===== config.mk =====
export PLATFORM = sky130hd
export DESIGN_NAME = greedy_word_wrapper
export DESIGN_NICKNAME = d
export VERILOG_FILES = /design/src/hdl/gww_pkg.sv /design/src/hdl/gww_word_ram.sv /design/src/hdl/greedy_word_wrapper.sv
export VERILOG_INCLUDE_DIRS = /design/src /design/src/hdl
export SDC_FILE = /design/constraint.sdc
export NUM_CORES = 1
export LEC_CHECK = 0
export ABC_AREA = 1
export BUFFER_PORTS_ARGS = -buffer_cell sky130_fd_sc_hd__buf_2
export CORE_MARGIN = 2
export CORE_UTILIZATION = 33
export DETAILED_ROUTE_END_ITERATION = 8
export SETUP_SLACK_MARGIN = 0.05
export SYNTH_ARGS = -nofsm -noshare
export SYNTH_HDL_FRONTEND = slang
export SYNTH_SLANG_ARGS = --single-unit

===== constraint.sdc =====
create_clock -name clock -period 4.6 [get_ports clock]
set_input_delay 0.46 -clock clock [delete_from_list [all_inputs] [get_ports clock]]
set_output_delay 0.46 -clock clock [all_outputs]
set_load 0.01 [all_outputs]

===== src/hdl/assert_macros.svh =====
// Assertion helper macros shared by the wrapper RTL.
// Depends on nothing; included by files that carry concurrent checks.
`ifndef ASSERT_MACROS_SVH
`define ASSERT_MACROS_SVH

// Check a property at every clock edge outside reset.
`define ASSERT_ALWAYS(label, clk, rst, prop, msg) \
   label: assert property (@(posedge clk) disable iff (rst) (prop)) \
      else $error(msg);

// Check that a condition implies another in the same cycle.
`define ASSERT_IMPLIES(label, clk, rst, ante, cons, msg) \
   label: assert property (@(posedge clk) disable iff (rst) (ante) |-> (cons)) \
      else $error(msg);

// Check that a condition implies another in the following cycle.
`define ASSERT_NEXT(label, clk, rst, ante, cons, msg) \
   label: assert property (@(posedge clk) disable iff (rst) (ante) |=> (cons)) \
      else $error(msg);

`endif


===== src/hdl/gww_pkg.sv =====
// Package for the greedy word wrapper: widths, character codes, state types.
// No dependencies; imported by every module of the wrapper.
package gww_pkg;

   localparam int BYTE_W            = 8;
   localparam int LINE_W_W          = 6;
   localparam int RUN_W             = 2;
   localparam int MAX_WIDTH_DEFAULT = 60;
   localparam logic [LINE_W_W-1:0] LINE_WIDTH_RESET = 6'd60;

   localparam logic [BYTE_W-1:0] CHAR_NUL = 8'd0;
   localparam logic [BYTE_W-1:0] CHAR_TAB = 8'd9;
   localparam logic [BYTE_W-1:0] CHAR_NL  = 8'd10;
   localparam logic [BYTE_W-1:0] CHAR_SP  = 8'd32;

   localparam logic [RUN_W-1:0] RUN_BREAK = 2'd2;

   // Emission sequencer states
   typedef enum logic [2:0] {
      S_IDLE,
      S_PRE,
      S_RD,
      S_WORD,
      S_EXTRA,
      S_SUF
   } state_type;

   // Separator sent ahead of a flushed word
   typedef enum logic [1:0] {
      PRE_NONE,
      PRE_NL,
      PRE_SP
   } prefix_type;

endpackage


===== src/hdl/gww_word_ram.sv =====
// Word buffer memory: one write port, one registered read port.
// Depends on gww_pkg for the byte width.
module gww_word_ram #(
   parameter int DEPTH  = gww_pkg::MAX_WIDTH_DEFAULT,
   parameter int ADDR_W = 6
) (
   input  logic                      clock,
   input  logic                      wr_en,
   input  logic [ADDR_W-1:0]         wr_addr,
   input  logic [gww_pkg::BYTE_W-1:0] wr_data,
   input  logic                      rd_en,
   input  logic [ADDR_W-1:0]         rd_addr,
   output logic [gww_pkg::BYTE_W-1:0] rd_data
);
   import gww_pkg::*;

   logic [BYTE_W-1:0] mem [DEPTH];
   logic [BYTE_W-1:0] rd_data_ff;

   always_ff @(posedge clock) begin
      if (wr_en) begin
         mem[wr_addr] <= wr_data;
      end
   end

   always_ff @(posedge clock) begin
      if (rd_en) begin
         rd_data_ff <= mem[rd_addr];
      end
   end

   assign rd_data = rd_data_ff;

endmodule


===== src/hdl/greedy_word_wrapper.sv =====
// Greedy word wrapper, top level. Depends on gww_pkg, gww_word_ram and assert_macros.svh.
// Text bytes come in one request at a time; the current word is kept in a MAX_WIDTH-entry
// byte memory and flushed onto the current line (after one space) when a space, tab,
// NUL, newline or end marker ends it, with a newline first when it would overflow the
// configured width. A request that only stores a word byte, or emits nothing, leaves the
// block idle, so the next request can be taken in the following cycle. A request that
// emits bytes holds req_stall while it sends each separator, newline, streamed byte and
// buffered word byte, and for as long as rsp_stall holds the result back; each word byte
// is fetched from the word memory through its registered read port (state S_RD, then
// S_WORD) before it goes out. The result register parts the two channels, so a new
// request may be taken while the last result still waits on rsp_stall.
// line_width must be written through the csr port only while the block is idle; the
// block itself does not enforce it. 0 acts as 1 and values above MAX_WIDTH act as
// MAX_WIDTH.
`include "assert_macros.svh"

module greedy_word_wrapper #(
   parameter int MAX_WIDTH = gww_pkg::MAX_WIDTH_DEFAULT
) (
   input  logic                         clock,
   input  logic                         reset,
   // request channel
   input  logic                         req_valid,
   output logic                         req_stall,
   input  logic [gww_pkg::BYTE_W-1:0]   req_in_byte,
   input  logic                         req_end_of_input,
   // result channel
   output logic                         rsp_valid,
   input  logic                         rsp_stall,
   output logic [gww_pkg::BYTE_W-1:0]   rsp_out_byte,
   output logic                         rsp_last_of_run,
   output logic                         rsp_overlong_seen,
   // configuration write
   input  logic                         csr_valid,
   output logic                         csr_ready,
   input  logic [gww_pkg::LINE_W_W-1:0] csr_line_width
);
   import gww_pkg::*;

   // Counts must hold MAX_WIDTH itself; addresses only MAX_WIDTH-1
   localparam int CNT_W  = $clog2(MAX_WIDTH + 1);
   localparam int ADDR_W = (MAX_WIDTH > 1) ? $clog2(MAX_WIDTH) : 1;

   // Architectural state
   logic [LINE_W_W-1:0] lw_ff;
   logic [CNT_W-1:0]    wc_ff, wc_in;
   logic [CNT_W-1:0]    col_ff, col_in;
   logic [RUN_W-1:0]    run_ff, run_in;
   logic                brk_ff, brk_in;
   logic                ovl_ff, ovl_in;
   logic                fail_ff, fail_in;

   // Emission plan for the request in flight
   prefix_type          pre_ff, pre_in;
   logic [CNT_W-1:0]    word_n_ff, word_n_in;
   logic                extra_ff, extra_in;
   logic [BYTE_W-1:0]   extra_byte_ff;
   logic [1:0]          suf_ff, suf_in;
   logic [ADDR_W-1:0]   idx_ff;

   state_type           state_ff, state_in;

   // Result register
   logic                rsp_valid_ff, rsp_valid_in;
   logic [BYTE_W-1:0]   rsp_byte_ff;
   logic                rsp_last_ff;
   logic                rsp_fail_ff;

   logic                accept;
   logic                is_sep;
   logic                store_t;
   logic                ram_wr_en;
   logic                ram_rd_en;
   logic [BYTE_W-1:0]   ram_rd_data;
   logic [CNT_W-1:0]    w_eff;
   logic [CNT_W:0]      fit_sum;
   logic                out_free;
   logic                emit;
   logic [BYTE_W-1:0]   emit_byte;
   logic                emit_last;
   logic                word_end;

   // Phase that follows the word bytes
   function automatic state_type phase_after_word(input logic extra, input logic [1:0] suf);
      state_type s;
      if (extra) begin
         s = S_EXTRA;
      end else if (suf != 2'd0) begin
         s = S_SUF;
      end else begin
         s = S_IDLE;
      end
      return s;
   endfunction

   // Take one request only while no emission is running
   assign req_stall = (state_ff != S_IDLE);
   assign accept    = req_valid && !req_stall;
   assign csr_ready = 1'b1;

   // Clamp the configured width into 1..MAX_WIDTH
   always_comb begin
      if (lw_ff == '0) begin
         w_eff = CNT_W'(1);
      end else if (lw_ff > LINE_W_W'(MAX_WIDTH)) begin
         w_eff = CNT_W'(MAX_WIDTH);
      end else begin
         w_eff = lw_ff[CNT_W-1:0];
      end
   end

   assign is_sep  = req_in_byte inside {CHAR_SP, CHAR_TAB, CHAR_NUL, CHAR_NL};
   assign fit_sum = {1'b0, col_ff} + {1'b0, wc_ff} + (CNT_W + 1)'(1);

   // Work out the whole output of a request and the state it leaves behind
   always_comb begin
      wc_in     = wc_ff;
      col_in    = col_ff;
      run_in    = run_ff;
      brk_in    = brk_ff;
      ovl_in    = ovl_ff;
      fail_in   = fail_ff;
      pre_in    = PRE_NONE;
      word_n_in = '0;
      extra_in  = 1'b0;
      suf_in    = 2'd0;
      store_t   = 1'b0;
      if (req_end_of_input || is_sep) begin
         // flush the pending word
         if (ovl_ff) begin
            suf_in = 2'd1;
            col_in = '0;
            ovl_in = 1'b0;
            wc_in  = '0;
            run_in = '0;
            brk_in = 1'b0;
         end else if (wc_ff != '0) begin
            word_n_in = wc_ff;
            if (wc_ff > w_eff) begin
               // word outgrew a shrunk width: own line, flag failure
               fail_in = 1'b1;
               pre_in  = (col_ff != '0) ? PRE_NL : PRE_NONE;
               suf_in  = 2'd1;
               col_in  = '0;
            end else if (col_ff == '0) begin
               col_in = wc_ff;
            end else if (fit_sum <= {1'b0, w_eff}) begin
               pre_in = PRE_SP;
               col_in = fit_sum[CNT_W-1:0];
            end else begin
               pre_in = PRE_NL;
               col_in = wc_ff;
            end
            wc_in  = '0;
            run_in = '0;
            brk_in = 1'b0;
         end
         if (req_end_of_input) begin
            // close the last line and start afresh
            if (col_in != '0) begin
               suf_in = suf_in + 2'd1;
            end
            col_in = '0;
            run_in = '0;
            brk_in = 1'b1;
         end else if (req_in_byte == CHAR_NL) begin
            if (run_in != RUN_BREAK) begin
               run_in = run_in + RUN_W'(1);
            end
            if (run_in == RUN_BREAK && !brk_in) begin
               // paragraph break: end the line, then one blank line
               suf_in = suf_in + 2'(col_in != '0) + 2'd1;
               col_in = '0;
               brk_in = 1'b1;
            end
         end
      end else if (ovl_ff) begin
         extra_in = 1'b1;
      end else if (wc_ff < w_eff) begin
         store_t = 1'b1;
         wc_in   = wc_ff + CNT_W'(1);
      end else begin
         // word overflows the width: dump it and stream the rest
         fail_in   = 1'b1;
         ovl_in    = 1'b1;
         pre_in    = (col_ff != '0) ? PRE_NL : PRE_NONE;
         word_n_in = wc_ff;
         extra_in  = 1'b1;
         wc_in     = '0;
         col_in    = w_eff;
      end
   end

   assign ram_wr_en = accept && store_t;
   assign ram_rd_en = (state_ff == S_RD);

   gww_word_ram #(
      .DEPTH  (MAX_WIDTH),
      .ADDR_W (ADDR_W)
   ) u_word_ram (
      .clock   (clock),
      .wr_en   (ram_wr_en),
      .wr_addr (wc_ff[ADDR_W-1:0]),
      .wr_data (req_in_byte),
      .rd_en   (ram_rd_en),
      .rd_addr (idx_ff),
      .rd_data (ram_rd_data)
   );

   // Result register frees when empty or when its request is taken
   assign out_free = !rsp_valid_ff || !rsp_stall;
   assign word_end = (CNT_W'(idx_ff) == word_n_ff - CNT_W'(1));

   // Next state
   always_comb begin
      state_in = state_ff;
      case (state_ff)
         S_IDLE: begin
            if (accept) begin
               if (pre_in != PRE_NONE) begin
                  state_in = S_PRE;
               end else if (word_n_in != '0) begin
                  state_in = S_RD;
               end else begin
                  state_in = phase_after_word(extra_in, suf_in);
               end
            end
         end
         S_PRE: begin
            if (out_free) begin
               state_in = (word_n_ff != '0) ? S_RD : phase_after_word(extra_ff, suf_ff);
            end
         end
         S_RD: begin
            state_in = S_WORD;
         end
         S_WORD: begin
            if (out_free) begin
               state_in = word_end ? phase_after_word(extra_ff, suf_ff) : S_RD;
            end
         end
         S_EXTRA: begin
            if (out_free) begin
               state_in = (suf_ff != 2'd0) ? S_SUF : S_IDLE;
            end
         end
         S_SUF: begin
            if (out_free && suf_ff == 2'd1) begin
               state_in = S_IDLE;
            end
         end
         default: begin
            state_in = S_IDLE;
         end
      endcase
   end

   // Byte to send in the current phase and whether it closes the run
   always_comb begin
      emit      = 1'b0;
      emit_byte = CHAR_NL;
      emit_last = 1'b0;
      case (state_ff)
         S_PRE: begin
            emit      = out_free;
            emit_byte = (pre_ff == PRE_SP) ? CHAR_SP : CHAR_NL;
            emit_last = (word_n_ff == '0) && !extra_ff && (suf_ff == 2'd0);
         end
         S_WORD: begin
            emit      = out_free;
            emit_byte = ram_rd_data;
            emit_last = word_end && !extra_ff && (suf_ff == 2'd0);
         end
         S_EXTRA: begin
            emit      = out_free;
            emit_byte = extra_byte_ff;
            emit_last = (suf_ff == 2'd0);
         end
         S_SUF: begin
            emit      = out_free;
            emit_byte = CHAR_NL;
            emit_last = (suf_ff == 2'd1);
         end
         default: begin
            emit = 1'b0;
         end
      endcase
   end

   assign rsp_valid_in = out_free ? emit : rsp_valid_ff;

   // Control state
   always_ff @(posedge clock) begin
      if (reset) begin
         state_ff     <= S_IDLE;
         lw_ff        <= LINE_WIDTH_RESET;
         wc_ff        <= '0;
         col_ff       <= '0;
         run_ff       <= '0;
         brk_ff       <= 1'b1;
         ovl_ff       <= 1'b0;
         fail_ff      <= 1'b0;
         rsp_valid_ff <= 1'b0;
      end else begin
         state_ff     <= state_in;
         rsp_valid_ff <= rsp_valid_in;
         if (csr_valid && csr_ready) begin
            lw_ff <= csr_line_width;
         end
         if (accept) begin
            wc_ff   <= wc_in;
            col_ff  <= col_in;
            run_ff  <= run_in;
            brk_ff  <= brk_in;
            ovl_ff  <= ovl_in;
            fail_ff <= fail_in;
         end
      end
   end

   // Plan, counters and result payload
   always_ff @(posedge clock) begin
      if (accept) begin
         pre_ff        <= pre_in;
         word_n_ff     <= word_n_in;
         extra_ff      <= extra_in;
         extra_byte_ff <= req_in_byte;
         suf_ff        <= suf_in;
         idx_ff        <= '0;
      end else begin
         if (state_ff == S_WORD && out_free) begin
            idx_ff <= idx_ff + ADDR_W'(1);
         end
         if (state_ff == S_SUF && out_free) begin
            suf_ff <= suf_ff - 2'd1;
         end
      end
      if (emit) begin
         rsp_byte_ff <= emit_byte;
         rsp_last_ff <= emit_last;
         rsp_fail_ff <= fail_ff;
      end
   end

   assign rsp_valid         = rsp_valid_ff;
   assign rsp_out_byte      = rsp_byte_ff;
   assign rsp_last_of_run   = rsp_last_ff;
   assign rsp_overlong_seen = rsp_fail_ff;

   `ASSERT_NEXT(a_read_then_word, clock, reset, (state_ff == S_RD), (state_ff == S_WORD),
      "word byte sent without a memory read")
   `ASSERT_IMPLIES(a_suffix_nonzero, clock, reset, (state_ff == S_SUF), (suf_ff != 2'd0),
      "suffix phase with nothing left")
   `ASSERT_IMPLIES(a_store_when_idle, clock, reset, ram_wr_en, (state_ff == S_IDLE),
      "word memory written during emission")
   `ASSERT_NEXT(a_fail_sticky, clock, reset, fail_ff, fail_ff, "overlong flag cleared")
   `ASSERT_ALWAYS(a_count_range, clock, reset,
      (wc_ff <= CNT_W'(MAX_WIDTH) && col_ff <= CNT_W'(MAX_WIDTH)),
      "word or column count beyond maximum width")

endmodule

# Word level (Yosys, flattened, before mapping)
# Memories as Yosys holds them, arrays and structs flattened. A register that Yosys moved wholly into a read port is not among the register bits.
# Index checks and enable logic that the tools add are counted.
# word_totals
out_inout_bits	13
mem_bits_ro	0
memories	1
mem_bits_rw	480
in_bits	20
latchBits	0
register_bits	62
# memory_table
name	depth	width	read_ports	rd_clocked_by_memory_dff	wr	line	source
u_word_ram.mem	60	8	1	1	1	gww_word_ram.sv:17	logic [BYTE_W-1:0] mem [DEPTH];
# op_classes
n_shift	0
n_eq_ne	23
div_mod_pow	0
mux	91
addsub	10
order_cmp	4
n_mul	0
bitwise_logic	1
reduce_logical	40
# ops
operator	count
$mux W6	25
$mux W2	23
$mux W3	13
$reduce_bool A6 Y1	5
$mux W1	27
$pmux W8 S3	1
$logic_not A6 Y1	3
$pmux W3 S6	1
$eq A8 B4 Y1 const B	2
$ne A2 B2 Y1 const B	7
$add A6 B1 Y6 const B	2
$logic_and A1 B1 Y1	10
$reduce_and A5 Y1	2
$eq A8 B6 Y1 const B	1
$logic_not A8 Y1	1
$reduce_bool A2 Y1	4
$add A6 B6 Y7	1
$add A7 B1 Y7 const B	1
$le A7 B6 Y1	1
$add A2 B1 Y2 const B	3
$eq A3 B2 Y1 const B	2
$eq A3 B3 Y1 const B	2
$eq A6 B6 Y1	1
$gt A6 B6 Y1	1
other kinds (21)	30

# Logic depth before layout (Yosys ltp)
# Gate-level depths: netlist of run 1.
# logic_depth
ltp_word	24
depth_mapped	37

# By module
# A second synthesis of run 1 with hierarchy kept.
# unflattened
cells_unflattened	2324
hier_area_um2	24298.3
# modules_own_cells
module	seq_area_each_um2	cells_per_inst	area_each_um2	instances
gww_word_ram	14654.1	1775	20239.4	1
greedy_word_wrapper	1531.5	549	4058.9	1

# Worst setup path after synthesis of run 1
# No wires, ideal clock.
# synth_timing
kind	reg2reg
from	register wc_ff[0]
to	register state_ff[0]
path_slack_ps	754
arrival_time_ps	3778
required_ps	4533
stages_incl_launch_ff	38
path_cell_list	dfxtp_1 inv_1 ha_1 inv_1 fa_1 nand3_1 nand3_1 xor2_1 inv_1 ha_1 nand2_1 inv_1 nand2_1 nand2_1 nand2_1 nand2_1 nand2_1 nand2_1 [... 2 more ...] nand2_1 nand3_1 o21ai_0 nor2_1 nand3_1 ha_1 nand3b_1 nand2_1 inv_1 nand2_1 nand2_1 nand2_1 nand2_1 nand2_1 nand2_1 nand2_1 nand2_1 a21oi_2
# synth_between
elab_chain_cells	23
word_cells_on_any_way	65
cone_classes	add/sub: 6; order compare: 3; eq/ne: 2; mux: 47; reduce/logical: 7
# synth_rtl
element	line	source
start, declared	greedy_word_wrapper.sv:46	logic [CNT_W-1:0] wc_ff, wc_in;
start signal, assigned	greedy_word_wrapper.sv:311	wc_ff <= wc_in;
$add A6 B6 Y7	greedy_word_wrapper.sv:113	assign fit_sum = {1'b0, col_ff} + {1'b0, wc_ff} + (CNT_W + 1)'(1);
$add A7 B1 Y7	greedy_word_wrapper.sv:113	
$le A7 B6 Y1	greedy_word_wrapper.sv:147	end else if (fit_sum <= {1'b0, w_eff}) begin
$mux W6	greedy_word_wrapper.sv:147	
$mux W6	greedy_word_wrapper.sv:145	end else if (col_ff == '0) begin
$mux W6	greedy_word_wrapper.sv:139	if (wc_ff > w_eff) begin
$mux W6	greedy_word_wrapper.sv:137	end else if (wc_ff != '0) begin
$mux W6	greedy_word_wrapper.sv:130	if (ovl_ff) begin
[... 7 more ...]	--	
$mux W2	greedy_word_wrapper.sv:128	if (req_end_of_input || is_sep) begin
$reduce_bool A2 Y1	greedy_word_wrapper.sv:88	end else if (suf != 2'd0) begin
$mux W3	greedy_word_wrapper.sv:88	
$mux W3	greedy_word_wrapper.sv:86	if (extra) begin
$mux W3	greedy_word_wrapper.sv:222	end else if (word_n_in != '0) begin
$mux W3 *	greedy_word_wrapper.sv:220	if (pre_in != PRE_NONE) begin
$mux W3 *	greedy_word_wrapper.sv:219	if (accept) begin
$pmux W3 S6 *	greedy_word_wrapper.sv:217	case (state_ff)
end signal, assigned	greedy_word_wrapper.sv:305	state_ff <= state_in;
end, declared	greedy_word_wrapper.sv:61	state_type state_ff, state_in;
# Every way passes the cells marked *; elsewhere a longest branch is shown, timed or not. The select of a mux whose other input is x is not followed.
# A chain may end at the register's enable or synchronous reset.

# Worst setup path after layout of run 1
# layout_timing
from	register col_ff[0]
to	register state_ff[0]
# layout_between
elab_chain_cells	23
word_cells_on_any_way	36
cone_classes	add/sub: 4; order compare: 1; mux: 26; reduce/logical: 5
# layout_rtl
element	line	source
start, declared	greedy_word_wrapper.sv:47	logic [CNT_W-1:0] col_ff, col_in;
start signal, assigned	greedy_word_wrapper.sv:312	col_ff <= col_in;
$add A6 B6 Y7	greedy_word_wrapper.sv:113	
$add A7 B1 Y7	greedy_word_wrapper.sv:113	
$le A7 B6 Y1	greedy_word_wrapper.sv:147	
$mux W6	greedy_word_wrapper.sv:147	
$mux W6	greedy_word_wrapper.sv:145	
$mux W6	greedy_word_wrapper.sv:139	
$mux W6	greedy_word_wrapper.sv:137	
$mux W6	greedy_word_wrapper.sv:130	
[... 7 more ...]	--	
$mux W2	greedy_word_wrapper.sv:128	
$reduce_bool A2 Y1	greedy_word_wrapper.sv:88	
$mux W3	greedy_word_wrapper.sv:88	
$mux W3	greedy_word_wrapper.sv:86	
$mux W3	greedy_word_wrapper.sv:222	
$mux W3 *	greedy_word_wrapper.sv:220	
$mux W3 *	greedy_word_wrapper.sv:219	
$pmux W3 S6 *	greedy_word_wrapper.sv:217	
# Marked as above.

==> summary.md, run 1 <==
| Metric | Value |
|---|---|
| Status | finished clean |
| Cell row count | 97 |
| Int Pwr | 8.55 mW |
| Routed len/inst | 20.1 um |
| Post-route clock skew | 0.0289 ns |
| Peak supply drop | 0.290 mV |
| Layout Nets | 2067 |
| WL final | 60200 um |
| IO Port Bufs | 31 |
| Critical Path AT | 4.70 ns |
| Max Slew Vio Count | 0 |
| Vias in the first global route | 15222 |
| Slowest cell on the critical path | fa_2 |
| Antenna violations before repair | 0 |
| Commonest cells after routing, fill and taps aside | 517 x edfxtp_1, 362 x nor2_1, 276 x o21ai_0 |
| Register bit total from synthesis | 550 |
| Synth cell types | 49 |
| Syn Inst Count | 1962 |
| Synthesis Warnings | 0 |
| Core area | 69700 sq um |
| CTS Sinks | 550 |
| RSZ-0062 raised after global routing | no |
| Setup tns final | 0 ns |
| Slew @ Worst Pin | 0.945 ns |
| Fin. Hold Viols | 0 |
| Fraction of layout cells with a size suffix above 1 | 10.5% |
| Final setup viols | 0 |
| Leading cell type in the layout, fill and taps excluded | edfxtp_1 |
| Pwr/cell area | 446 nW/um^2 |
| Pwr Total | 11.7 mW |
| First-pass GRT wire length | 91000 um |
| Drt drc | 0 |
| Kind of critical path | reg2reg |
| Post-Syn Nets | 2011 |
| Max_cap viols | 0 |
| Worst hold slack | 0.0713 ns |
| Clock power share | 35.3% |
| Starting Density | 33.2% |
| Reg power frac | 49.6% |
| I/O pin count | 33 |
| Logic gate share of total power | 15.1% |
| Crit-path max cell delay | 0.35 ns |
| Leak | 8.96 nW |
| Switch share | 27.1% |
| Non-filler cells, final | 2997 |
| Final period utilization | 90.4% |
| Synth top area cells | edfxtp_1 67%, o21ai_0 6.0%, nor2_1 5.9%, nand2_1 3.3%, dfxtp_1 2.9% |
| CTS tree | built |
| 1st-pass router iterations | 7 |
| Min Tclk post-route | 4.16 ns |
| Most used cell, CP | nand2_1 |
| Critical path data required time | 5.14 ns |
| Gr usage total | 16.6% |
| Layout Utilization | 37.7% |
| Post-synth top area share | 67.1% |
| Worst Hold Class | in2reg |
| Crit path max fanout | 7 |
| Hold Buf Count CTS | 0 |
| Max-Slew Margin vs Limit | 36.8% |
| Die area | 72200 sq um |
| CP Launch Type | flip-flop |
| Critical Path End Type | flip-flop |
| Max clock buf depth | 3 |
| Die H | 269 um |
| RD Place Congestion | 0.859 |
| Post-DR vias/cell | 5.16 |
| Total gr overflow | 0 |
| Placed instance count | 2903 |
| Avg Inst Size Synth | 11.8 sq um |
| Via count | 15454 |
| Syn Std Cell Area | 23100 sq um |
| Sequential area share after synthesis | 70.0% |
| Die X | 269 um |
| Iter 0 DRT Violations | 1584 |
| N_diodes | 0 |
| Root Buffer | clkbuf_16 |
| Psw | 3.18 mW |
| H-tree levels | 2 |
| Num CTS Buffers | 52 |
| Detailed Place HPWL | 36100 um |
| Largest net degree at the start of global routing | 203 |
| Dominant cell type by area after synthesis | edfxtp_1 |
| Max Clk Rate | 240 MHz |
| Clock transition at path regs | 0.06 ns |
| Area Overhead vs Synth | 13.6% |
| Clk_lat worst skew | 0.63 ns |
| DRT antenna net count | 0 |
| Fillers | 6743 |
## final timing paths
path | start | to | slack (ns) | cells past startpoint
max | col_ff[0]$_SDFFE_PP0P_ | state_ff[0]$_SDFFE_PP0P_ | 0.44 | 37
min | csr_line_width[3] | lw_ff[3]$_SDFFE_PP1P_ | 0.07 | 3
max reg2reg | col_ff[0]$_SDFFE_PP0P_ | state_ff[0]$_SDFFE_PP0P_ | 0.44 | 37
min reg2reg | fail_ff$_SDFFE_PP0P_ | rsp_overlong_seen$_DFFE_PP_ | 0.46 | 0
## state kept, by name, summed over array words and instances (netlist names), 8 cells and up
name and cells:
rsp_out_byte 8, u_word_ram.rd_data 8, extra_byte_ff 8, u_word_ram.mem 480
## power groups by stage
stage / sequential (mW) / combinational [mW] / clock, mW
global placement: 5.92 / 1.71 / 0
CTS: 5.82 / 1.75 / 4.23
floorplan: 5.90 / 1.13 / 0
finish: 5.82 / 1.77 / 4.14
global route: 5.83 / 1.99 / 4.39
detailed placement: 5.92 / 1.74 / 0
## repair_timing
| item | in CTS | in global routing |
|---|---|---|
| buffers inserted | 0 | 1 |
| resized for setup | 0 | 6 |
| hold endpoints to repair | 0 | 0 |
| endpoints found under the setup margin | 0 | 2 |
## worst max-delay path, delay by kind of cell, from the launching register on
family / cells / cell delay, ns
compound gates: 2 / 0.22
xor+xnor: 1 / 0.20
flops: 1 / 0.32
simple gates: 24 / 1.85
fa+ha+maj: 4 / 1.08
buf+inv: 6 / 0.38
## synthesized netlist by cell type, drive strengths merged
| library cell | instances |
|---|---|
| edfxtp | 517 |
| nor2 | 373 |
| o21ai | 277 |
| nand2 | 205 |
| inv | 88 |
| o22ai | 73 |
| nand3 | 71 |
| clkbuf | 69 |
| a21oi | 50 |
| o221ai | 44 |
| buf | 36 |
| dfxtp | 33 |
| ha | 28 |
| o211ai | 21 |
| nand4 | 17 |
| a31oi | 10 |
| xor2 | 7 |
| nor3 | 6 |
| o2111ai | 6 |
| a22o | 5 |
| xnor2 | 5 |
| clkinv | 3 |
| or2 | 3 |
| nor3b | 2 |
| a211oi | 1 |
| a21o | 1 |
| a221oi | 1 |
| a22oi | 1 |
| and3 | 1 |
| conb | 1 |
| fa | 1 |
| mux2i | 1 |
| nand3b | 1 |
| nor4 | 1 |
| o21bai | 1 |
| o311ai | 1 |
| o32a | 1 |
## per-stage QoR
stage,area [sq um],setup slack [ns]
2_1_floorplan,23100,0.754
3_3_place_gp,24600,0.373
3_5_place_dp,24600,0.337
4_1_cts,26200,0.274
5_1_grt,26300,0.0385
6_report,26300,0.442
## routing by layer
| layer | up-vias | share of wire [%] | global-route usage (%) |
|---|---|---|---|
| li1 | 7265 | - | - |
| met1 | 7642 | 42 | 21.0 |
| met2 | 433 | 49 | 28.3 |
| met3 | 114 | 5.6 | 2.50 |
| met4 | 0 | 3.6 | 6.95 |
| met5 | - | 0 | 0 |
## area by class of cell
cell class                 instances  area, sq um  area share [%]
inverter                          91          348            1.32
tap                              940         1180            4.48
timing repair buffer             107          763            2.90
multi-input combinational       1216         6170            23.5
sequential                       550        16200            61.6
clock buffer                      60         1330            5.07
clock inverter                    33          295            1.12
## cell families (layout without fill, tap and decap cells)
group                    after synthesis  count (layout)  share of synthesized area (%)
AND/OR/NAND/NOR                      680             680                           12.1
flip-flops                           550             550                           70.0
AO/OA/AOI/OAI                        493             493                           12.4
buffers and inverters                196             291                           3.44
adder cells (fa/ha/maj)               29              29                           1.60
XOR/XNOR                              12              12                          0.454
other                                  1               1                         0.0162
multiplexers                           1               1                         0.0433
(Power assumes the default switching activity.)
==> inputs of run 2 (changes only) <==
--- a/config.mk
+++ b/config.mk
@@ -7,10 +7,10 @@
 export NUM_CORES = 1
 export LEC_CHECK = 0
 export ABC_AREA = 1
-export BUFFER_PORTS_ARGS = -buffer_cell sky130_fd_sc_hd__buf_2
 export CORE_MARGIN = 2
 export CORE_UTILIZATION = 33
 export DETAILED_ROUTE_END_ITERATION = 8
+export DONT_BUFFER_PORTS = 1
 export SETUP_SLACK_MARGIN = 0.05
 export SYNTH_ARGS = -nofsm -noshare
 export SYNTH_HDL_FRONTEND = slang
==> run 2 against run 1 <==
  * Fmax grew 0.66%
  * Power shrank 0.96%
  * Cell count shrank 0.10%
  * Core utilization grew 0.29 points
  * Sequential power is essentially flat
  * Design area grew 0.76%
  * Wire length grew 2.9%
  * Global-route usage grew 0.33 points
==> summary.md, run 2 (same netlist as run 1, synthesis figures left out) <==
| Metric | Value |
|---|---|
| Status | finished clean (unchanged) |
| Antenna violations before repair | 0 (unchanged) |
| Max Slew Vio Count | 0 (unchanged) |
| Starting Density | 33.2% (unchanged) |
| Worst Hold Depth | 2 (was 3) |
| RD Place Congestion | 0.858 (was 0.859) |
| Cell row count | 97 (unchanged) |
| Max-Slew Margin vs Limit | 41.2% (was 36.8%) |
| Reg2reg path depth | 36 (was 37) |
| Commonest cells after routing, fill and taps aside | 517 x edfxtp_1, 362 x nor2_1, 273 x o21ai_0 (was 517 x edfxtp_1, 362 x nor2_1, 276 x o21ai_0) |
| Placed instance count | 2883 (was 2903) |
| Die H | 269 um (unchanged) |
| Crit path max fanout | 6 (was 7) |
| First-pass GRT wire length | 92400 um (was 91000 um) |
| Total gr overflow | 0 (unchanged) |
| Detailed Place HPWL | 35400 um (was 36100 um) |
| CP Launch Type | flip-flop (unchanged) |
| Worst hold start | csr_valid (was csr_line_width[3]) |
| CTS Sinks | 550 (unchanged) |
| Worst Hold Path EP | lw_ff[2]$_SDFFE_PP1P_ (was lw_ff[3]$_SDFFE_PP1P_) |
| Root Buffer | clkbuf_16 (unchanged) |
| Vias in the first global route | 14749 (was 15222) |
| Critical path data required time | 5.10 ns (was 5.14 ns) |
| Final period utilization | 89.8% (was 90.4%) |
| Drt drc | 0 (unchanged) |
| CTS tree | built (unchanged) |
| Max_cap viols | 0 (unchanged) |
| Pwr/cell area | 439 nW/um^2 (was 446 nW/um^2) |
| Peak supply drop | 0.266 mV (was 0.290 mV) |
| Crit-path max cell delay | 0.38 ns (was 0.35 ns) |
| IO Port Bufs | 0 (was 31) |
| RR Startpoint | col_ff[0]$_SDFFE_PP0P_ (unchanged) |
| Slew @ Worst Pin | 0.881 ns (was 0.945 ns) |
| Most flops, register | u_word_ram.mem (unchanged) |
| Post-DR vias/cell | 5.22 (was 5.16) |
| Slowest cell on the critical path | fa_2 (unchanged) |
| H-tree levels | 2 (unchanged) |
| Worst Hold Class | in2reg (unchanged) |
| Max clock buf depth | 3 (unchanged) |
| Reg2reg setup slack | 0.47 ns (was 0.44 ns) |
| Die area | 72200 sq um (unchanged) |
| DRT antenna net count | 0 (unchanged) |
| Clk_lat worst skew | 0.59 ns (was 0.63 ns) |
| Area Overhead vs Synth | 14.5% (was 13.6%) |
| Routed len/inst | 20.7 um (was 20.1 um) |
| Critical Path End Type | flip-flop (unchanged) |
| Post-route clock skew | 0.0257 ns (was 0.0289 ns) |
| Worst hold slack | 0.0272 ns (was 0.0713 ns) |
| Num CTS Buffers | 50 (was 52) |
| 1st-pass router iterations | 5 (was 7) |
| Core area | 69700 sq um (unchanged) |
| Iter 0 DRT Violations | 1795 (was 1584) |
| Kind of critical path | reg2reg (unchanged) |
| Most used cell, CP | nand2_1 (unchanged) |
| Leading cell type in the layout, fill and taps excluded | edfxtp_1 (unchanged) |
| Fraction of layout cells with a size suffix above 1 | 10.3% (was 10.5%) |
| Setup tns final | 0 ns (unchanged) |
| WL final | 61900 um (was 60200 um) |
| N_diodes | 0 (unchanged) |
| Min Tclk post-route | 4.13 ns (was 4.16 ns) |
| R2R Path End | state_ff[0]$_SDFFE_PP0P_ (unchanged) |
| Via count | 15630 (was 15454) |
| RSZ-0062 raised after global routing | no (unchanged) |
| I/O pin count | 33 (unchanged) |
| Leak | 9.01 nW (was 8.96 nW) |
| Non-filler cells, final | 2994 (was 2997) |
| Max FFs per register | 480 (unchanged) |
| Fin. Hold Viols | 0 (unchanged) |
| Largest net degree at the start of global routing | 114 (was 203) |
| Max Clk Rate | 242 MHz (was 240 MHz) |
| Critical Path AT | 4.63 ns (was 4.70 ns) |
| Layout Nets | 2063 (was 2067) |
| Gr usage total | 16.9% (was 16.6%) |
| Final setup viols | 0 (unchanged) |
| Die X | 269 um (unchanged) |
| Clock transition at path regs | 0.07 ns (was 0.06 ns) |
## run 2: changes by cell type in the layout (fill, tap and decap cells not counted), sizes merged
cell	change
buf	-11
clkbuf	+2
clkinv	-7
clkinvlp	+2
dlygate4sd3	+9
inv	+2
## run 2: per-stage QoR
step                      util (%)  power (mW)  area (sq um)  setup WS, ns
after global placement        35.2        7.48         24500         0.438
after global routing          38.0        12.1         26500        0.0408
after CTS                     37.9        11.6         26400         0.289
final                         38.0        11.6         26500         0.469
after floorplan                  -        7.03         23100         0.754
after detailed placement      35.2        7.51         24500         0.350
## run 2: layout make-up
type | count | area (sq um)
repair buffers | 105 | 996
inverters | 91 | 347
fillers | 6644 | 43200
multi-input cells | 1216 | 6190
well taps | 940 | 1180
clock buffers | 62 | 1300
flip-flops and latches | 550 | 16200
clock inverters | 30 | 277
## run 2: metal layers
layer | wire length [um] | track usage [%] | vias to the layer above
li1 | - | - | 7242
met4 | 1620 | 4.92 | 0
met2 | 31200 | 29.5 | 552
met5 | 0 | 0 | -
met1 | 25700 | 22.1 | 7745
met3 | 3410 | 1.89 | 91
## run 2: worst max-delay path, delay by kind of cell (launching register included)
family | cells | cell delay, ns
buffers and inverters | 5 | 0.26
and+or+nand+nor | 24 | 1.92
AOI/OAI and AO/OA | 2 | 0.19
DFF | 1 | 0.33
adders and majority gates | 4 | 1.14
xor gates and xnor gates | 1 | 0.18
## run 2: how the worst max path moves through the flow
stage	endpoint	from
6_report	state_ff[0]$_SDFFE_PP0P_	col_ff[0]$_SDFFE_PP0P_
4_1_cts	state_ff[0]$_SDFFE_PP0P_	col_ff[0]$_SDFFE_PP0P_
2_1_floorplan	state_ff[0]$_SDFFE_PP0P_	wc_ff[0]$_SDFFE_PP0P_
3_5_place_dp	state_ff[0]$_SDFFE_PP0P_	col_ff[0]$_SDFFE_PP0P_
3_3_place_gp	state_ff[0]$_SDFFE_PP0P_	col_ff[0]$_SDFFE_PP0P_
5_1_grt	state_ff[0]$_SDFFE_PP0P_	col_ff[0]$_SDFFE_PP0P_
## run 2: what timing repair did
item / CTS / global route
setup endpoints to repair: 0 / 3
hold endpoints to repair: 482 / 0
hold buffers: 17 / 0
buffers inserted: 0 / 2
resized for setup: 0 / 18
## run 2: power by group
group	internal, mW	leakage [nW]	switching (mW)	total (mW)
clock	2.24	0.759	1.82	4.06
sequential	5.70	4.94	0.127	5.83
combinational	0.534	3.31	1.19	1.73
total	8.48	9.01	3.14	11.6
==> inputs of run 3 (changes only) <==
--- a/config.mk
+++ b/config.mk
@@ -6,7 +6,6 @@
 export SDC_FILE = /design/constraint.sdc
 export NUM_CORES = 1
 export LEC_CHECK = 0
-export ABC_AREA = 1
 export CORE_MARGIN = 2
 export CORE_UTILIZATION = 33
 export DETAILED_ROUTE_END_ITERATION = 8
==> run 3 against run 2 <==
  * Largest power group unchanged
  * Sequential cell count is the same
  * Largest cell class unchanged
  * Via count shrank 24%
  * Die area shrank 1.6%
  * Critical path type unchanged
==> summary.md, run 3 <==
| Metric | Value |
|---|---|
| Status | finished clean (unchanged) |
| WL met3 | 3390 um (was 3410 um) |
| Critical Path AT | 4.85 ns (was 4.63 ns) |
| Post-synth top area share | 68.2% (was 67.1%) |
| Synthesis Warnings | 0 (unchanged) |
| RD Place Congestion | 0.858 (about the same) |
| Max_cap viols | 0 (unchanged) |
| Peak supply drop | 0.311 mV (was 0.266 mV) |
| Die area | 71100 sq um (was 72200 sq um) |
| Routed len/inst | 23.4 um (was 20.7 um) |
| Gr usage total | 15.0% (was 16.9%) |
| DRT antenna net count | 0 (unchanged) |
| Max Used Layer | met5 (was met4) |
| Post-DR vias/cell | 5.22 (about the same) |
| 1st-pass router iterations | 5 (unchanged) |
| I/O pin count | 33 (unchanged) |
| Leading cell type in the layout, fill and taps excluded | edfxtp_1 (unchanged) |
| Syn Inst Count | 1232 (was 1962) |
| Max clock buf depth | 3 (unchanged) |
| Final period utilization | 94.6% (was 89.8%) |
| Clk_lat worst skew | 0.61 ns (was 0.59 ns) |
| Max Clk Rate | 230 MHz (was 242 MHz) |
| Area post-placement | 24300 sq um (was 24500 sq um) |
| Core area | 68500 sq um (was 69700 sq um) |
| Post-route clock skew | 0.0240 ns (was 0.0257 ns) |
| Worst slack at placement | -0.0314 ns (was 0.350 ns) |
| Crit-path max cell delay | 0.39 ns (was 0.38 ns) |
| Cell row count | 96 (was 97) |
| IO Port Bufs | 0 (unchanged) |
| Detailed Place HPWL | 31600 um (was 35400 um) |
| Starting Density | 33.2% (about the same) |
| Max Slew Vio Count | 0 (unchanged) |
| Final worst slack | 0.249 ns (was 0.469 ns) |
| Die X | 267 um (was 269 um) |
| Antenna violations before repair | 3 (was 0) |
| Max-Slew Margin vs Limit | 31.2% (was 41.2%) |
| RSZ-0062 raised after global routing | no (unchanged) |
| Root Buffer | clkbuf_16 (unchanged) |
| Layout Nets | 1389 (was 2063) |
| Vias in the first global route | 12163 (was 14749) |
| Slew @ Worst Pin | 1.03 ns (was 0.881 ns) |
| Crit path cell chain | inv_2 -> ha_4 -> inv_1 -> fa_2 -> a21oi_2 -> o21bai_1 -> xor2_1 -> ha_1 -> o21a_1 -> o22ai_2 -> a21oi_2 -> nor4_4 -> mux2_4 -> a21oi_4 -> o21ai_2 -> ha_4 -> or3_1 -> a31oi_1 -> or3_1 -> a32o_1 |
| Leak | 8.32 nW (was 9.01 nW) |
| Fillers | 6138 (was 6644) |
| Synth top area cells | edfxtp_1 68%, mux4_2 15%, dfxtp_1 2.9%, nor2_1 1.8%, ha_1 1.5% (was edfxtp_1 67%, o21ai_0 6.0%, nor2_1 5.9%, nand2_1 3.3%, dfxtp_1 2.9%) |
| Fin. Hold Viols | 0 (unchanged) |
| Total gr overflow | 0 (unchanged) |
| Critical path data required time | 5.10 ns (about the same) |
| Synth cell count leaders | 517 x edfxtp_1, 152 x mux4_2, 107 x nor2_1 (was 517 x edfxtp_1, 362 x nor2_1, 276 x o21ai_0) |
| CTS Sinks | 550 (unchanged) |
| Max FFs per register | 480 (unchanged) |
| Post-Syn Nets | 1281 (was 2011) |
| Final setup viols | 0 (unchanged) |
| Wl on met1 | 21900 um (was 25700 um) |
| Post-synth EDFFs | 517 (unchanged) |
| Avg Inst Size Synth | 18.5 sq um (was 11.8 sq um) |
| Die H | 267 um (was 269 um) |
| Iter 0 DRT Violations | 1148 (was 1795) |
| Drt drc | 0 (unchanged) |
| WL final | 53000 um (was 61900 um) |
| H-tree levels | 2 (unchanged) |
| Sequential area share after synthesis | 71.1% (was 70.0%) |
| Critical Path End Type | flip-flop (unchanged) |
| Async set or reset register ratio after synthesis | 0% (unchanged) |
| Ys flop type | edfxtp_1 (unchanged) |
| Clock transition at path regs | 0.07 ns (about the same) |
| Synth cell types | 69 (was 49) |
| Fraction of layout cells with a size suffix above 1 | 26.3% (was 10.3%) |
| Via count | 11828 (was 15630) |
| Most numerous cell in the Yosys netlist | edfxtp_1 (unchanged) |
| Min Tclk post-route | 4.35 ns (was 4.13 ns) |
| Largest net degree at the start of global routing | 62 (was 114) |
| Register bit total from synthesis | 550 (unchanged) |
| Worst Hold Class | in2reg (unchanged) |
| Commonest cells after routing, fill and taps aside | 517 x edfxtp_1, 152 x mux4_2, 107 x nor2_1 (was 517 x edfxtp_1, 362 x nor2_1, 273 x o21ai_0) |
| CP Launch Type | flip-flop (unchanged) |
| Crit path max fanout | 4 (was 6) |
| Dominant cell type by area after synthesis | edfxtp_1 (unchanged) |
| Detail Route met2 WL | 25800 um (was 31200 um) |
| Final instance area | 26400 sq um (was 26500 sq um) |
| Num CTS Buffers | 55 (was 50) |
| Pwr/cell area | 445 nW/um^2 (was 439 nW/um^2) |
| CTS tree | built (unchanged) |
| Slowest cell on the critical path | or3_1 (was fa_2) |
| Kind of critical path | reg2reg (unchanged) |
| First-pass GRT wire length | 78900 um (was 92400 um) |
| Area Overhead vs Synth | 16.1% (was 14.5%) |
| Most flops, register | u_word_ram.mem (unchanged) |
| Syn Std Cell Area | 22800 sq um (was 23100 sq um) |
[run 3: changes by cell type after synthesis, sizes merged, moves of 67 or more]
cell,before,now
mux4,0,152
o22ai,73,3
inv,88,21
nand2,205,52
o21ai,277,27
nor2,373,107
[run 3: final timing paths]
| kind | from | end | slack [ns] | cells past startpoint |
|---|---|---|---|---|
| setup / recovery | col_ff[0]$_SDFFE_PP0P_ | state_ff[2]$_SDFFE_PP0P_ | 0.25 | 20 |
| hold / removal | csr_valid | lw_ff[1]$_SDFFE_PP0P_ | 0.04 | 2 |
| setup reg to reg | col_ff[0]$_SDFFE_PP0P_ | state_ff[2]$_SDFFE_PP0P_ | 0.25 | 20 |
| hold reg to reg | fail_ff$_SDFFE_PP0P_ | rsp_overlong_seen$_DFFE_PP_ | 0.44 | 0 |
[run 3: cell type report]
| type | count | area, sq um | share of cell area, % |
|---|---|---|---|
| multi-input combinational | 599 | 6260 | 23.7 |
| clock buffer | 67 | 1480 | 5.62 |
| clock inverter | 32 | 211 | 0.800 |
| sequential | 550 | 16200 | 61.3 |
| timing repair buffer | 112 | 1090 | 4.11 |
| inverter | 22 | 82.6 | 0.313 |
| tap | 882 | 1100 | 4.18 |
| antenna | 1 | 2.50 | 0.00947 |
[run 3: where the power goes]
group | internal [mW] | total (mW) | switching (mW)
sequential | 5.67 | 5.82 | 0.152
clock | 2.39 | 4.26 | 1.86
combinational | 0.752 | 1.67 | 0.921
total | 8.82 | 11.8 | 2.94
[run 3: through the flow]
step | hold slack [ns] | util (%) | setup TNS [ns] | power (mW) | instances
2_1_floorplan | 0.409 | - | 0 | 6.99 | 1232
3_3_place_gp | 0.418 | 35.5 | 0 | 7.42 | 2142
3_5_place_dp | 0.429 | 35.5 | -0.0314 | 7.44 | 2142
4_1_cts | 0.00218 | 38.5 | 0 | 11.8 | 2261
5_1_grt | 0.0381 | 38.6 | 0 | 12.2 | 2264
6_report | 0.0365 | 38.6 | 0 | 11.8 | 2265
[run 3: kinds of logic after synthesis]
kind of cell             Yosys count  synth area share [%]
flip-flops                       550                  71.1
other                              1                0.0165
XOR/XNOR                          18                 0.693
AO/OA/AOI/OAI                    123                  3.58
AND/OR/NAND/NOR                  257                  5.39
buffers and inverters             83                  1.67
multiplexers                     171                  15.9
adder cells (fa/ha/maj)           29                  1.63
[run 3: worst max-delay path: cells and delay by family, from the launching register on]
| kind | cells | cell delay [ns] |
|---|---|---|
| AO/OA/AOI/OAI | 9 | 1.25 |
| buffers and inverters | 2 | 0.13 |
| AND/OR/NAND/NOR | 3 | 0.83 |
| multiplexers | 1 | 0.36 |
| adder cells (fa/ha/maj) | 4 | 1.09 |
| XOR/XNOR | 1 | 0.23 |
| flip-flops | 1 | 0.34 |
[run 3: routing by layer]
metal | up-vias | track usage (%)
li1 | 5208 | -
met1 | 6160 | 19.6
met2 | 357 | 24.6
met3 | 101 | 3.20
met4 | 2 | 5.77
met5 | - | 0
[run 3: repair_timing]
action                                  CTS  global route
endpoints found under the setup margin    2             3
hold buffers                             17             0
gates resized for setup                   3            12
hold endpoints to repair                502             0
buffers inserted                          3             3
pin swaps                                 2             8
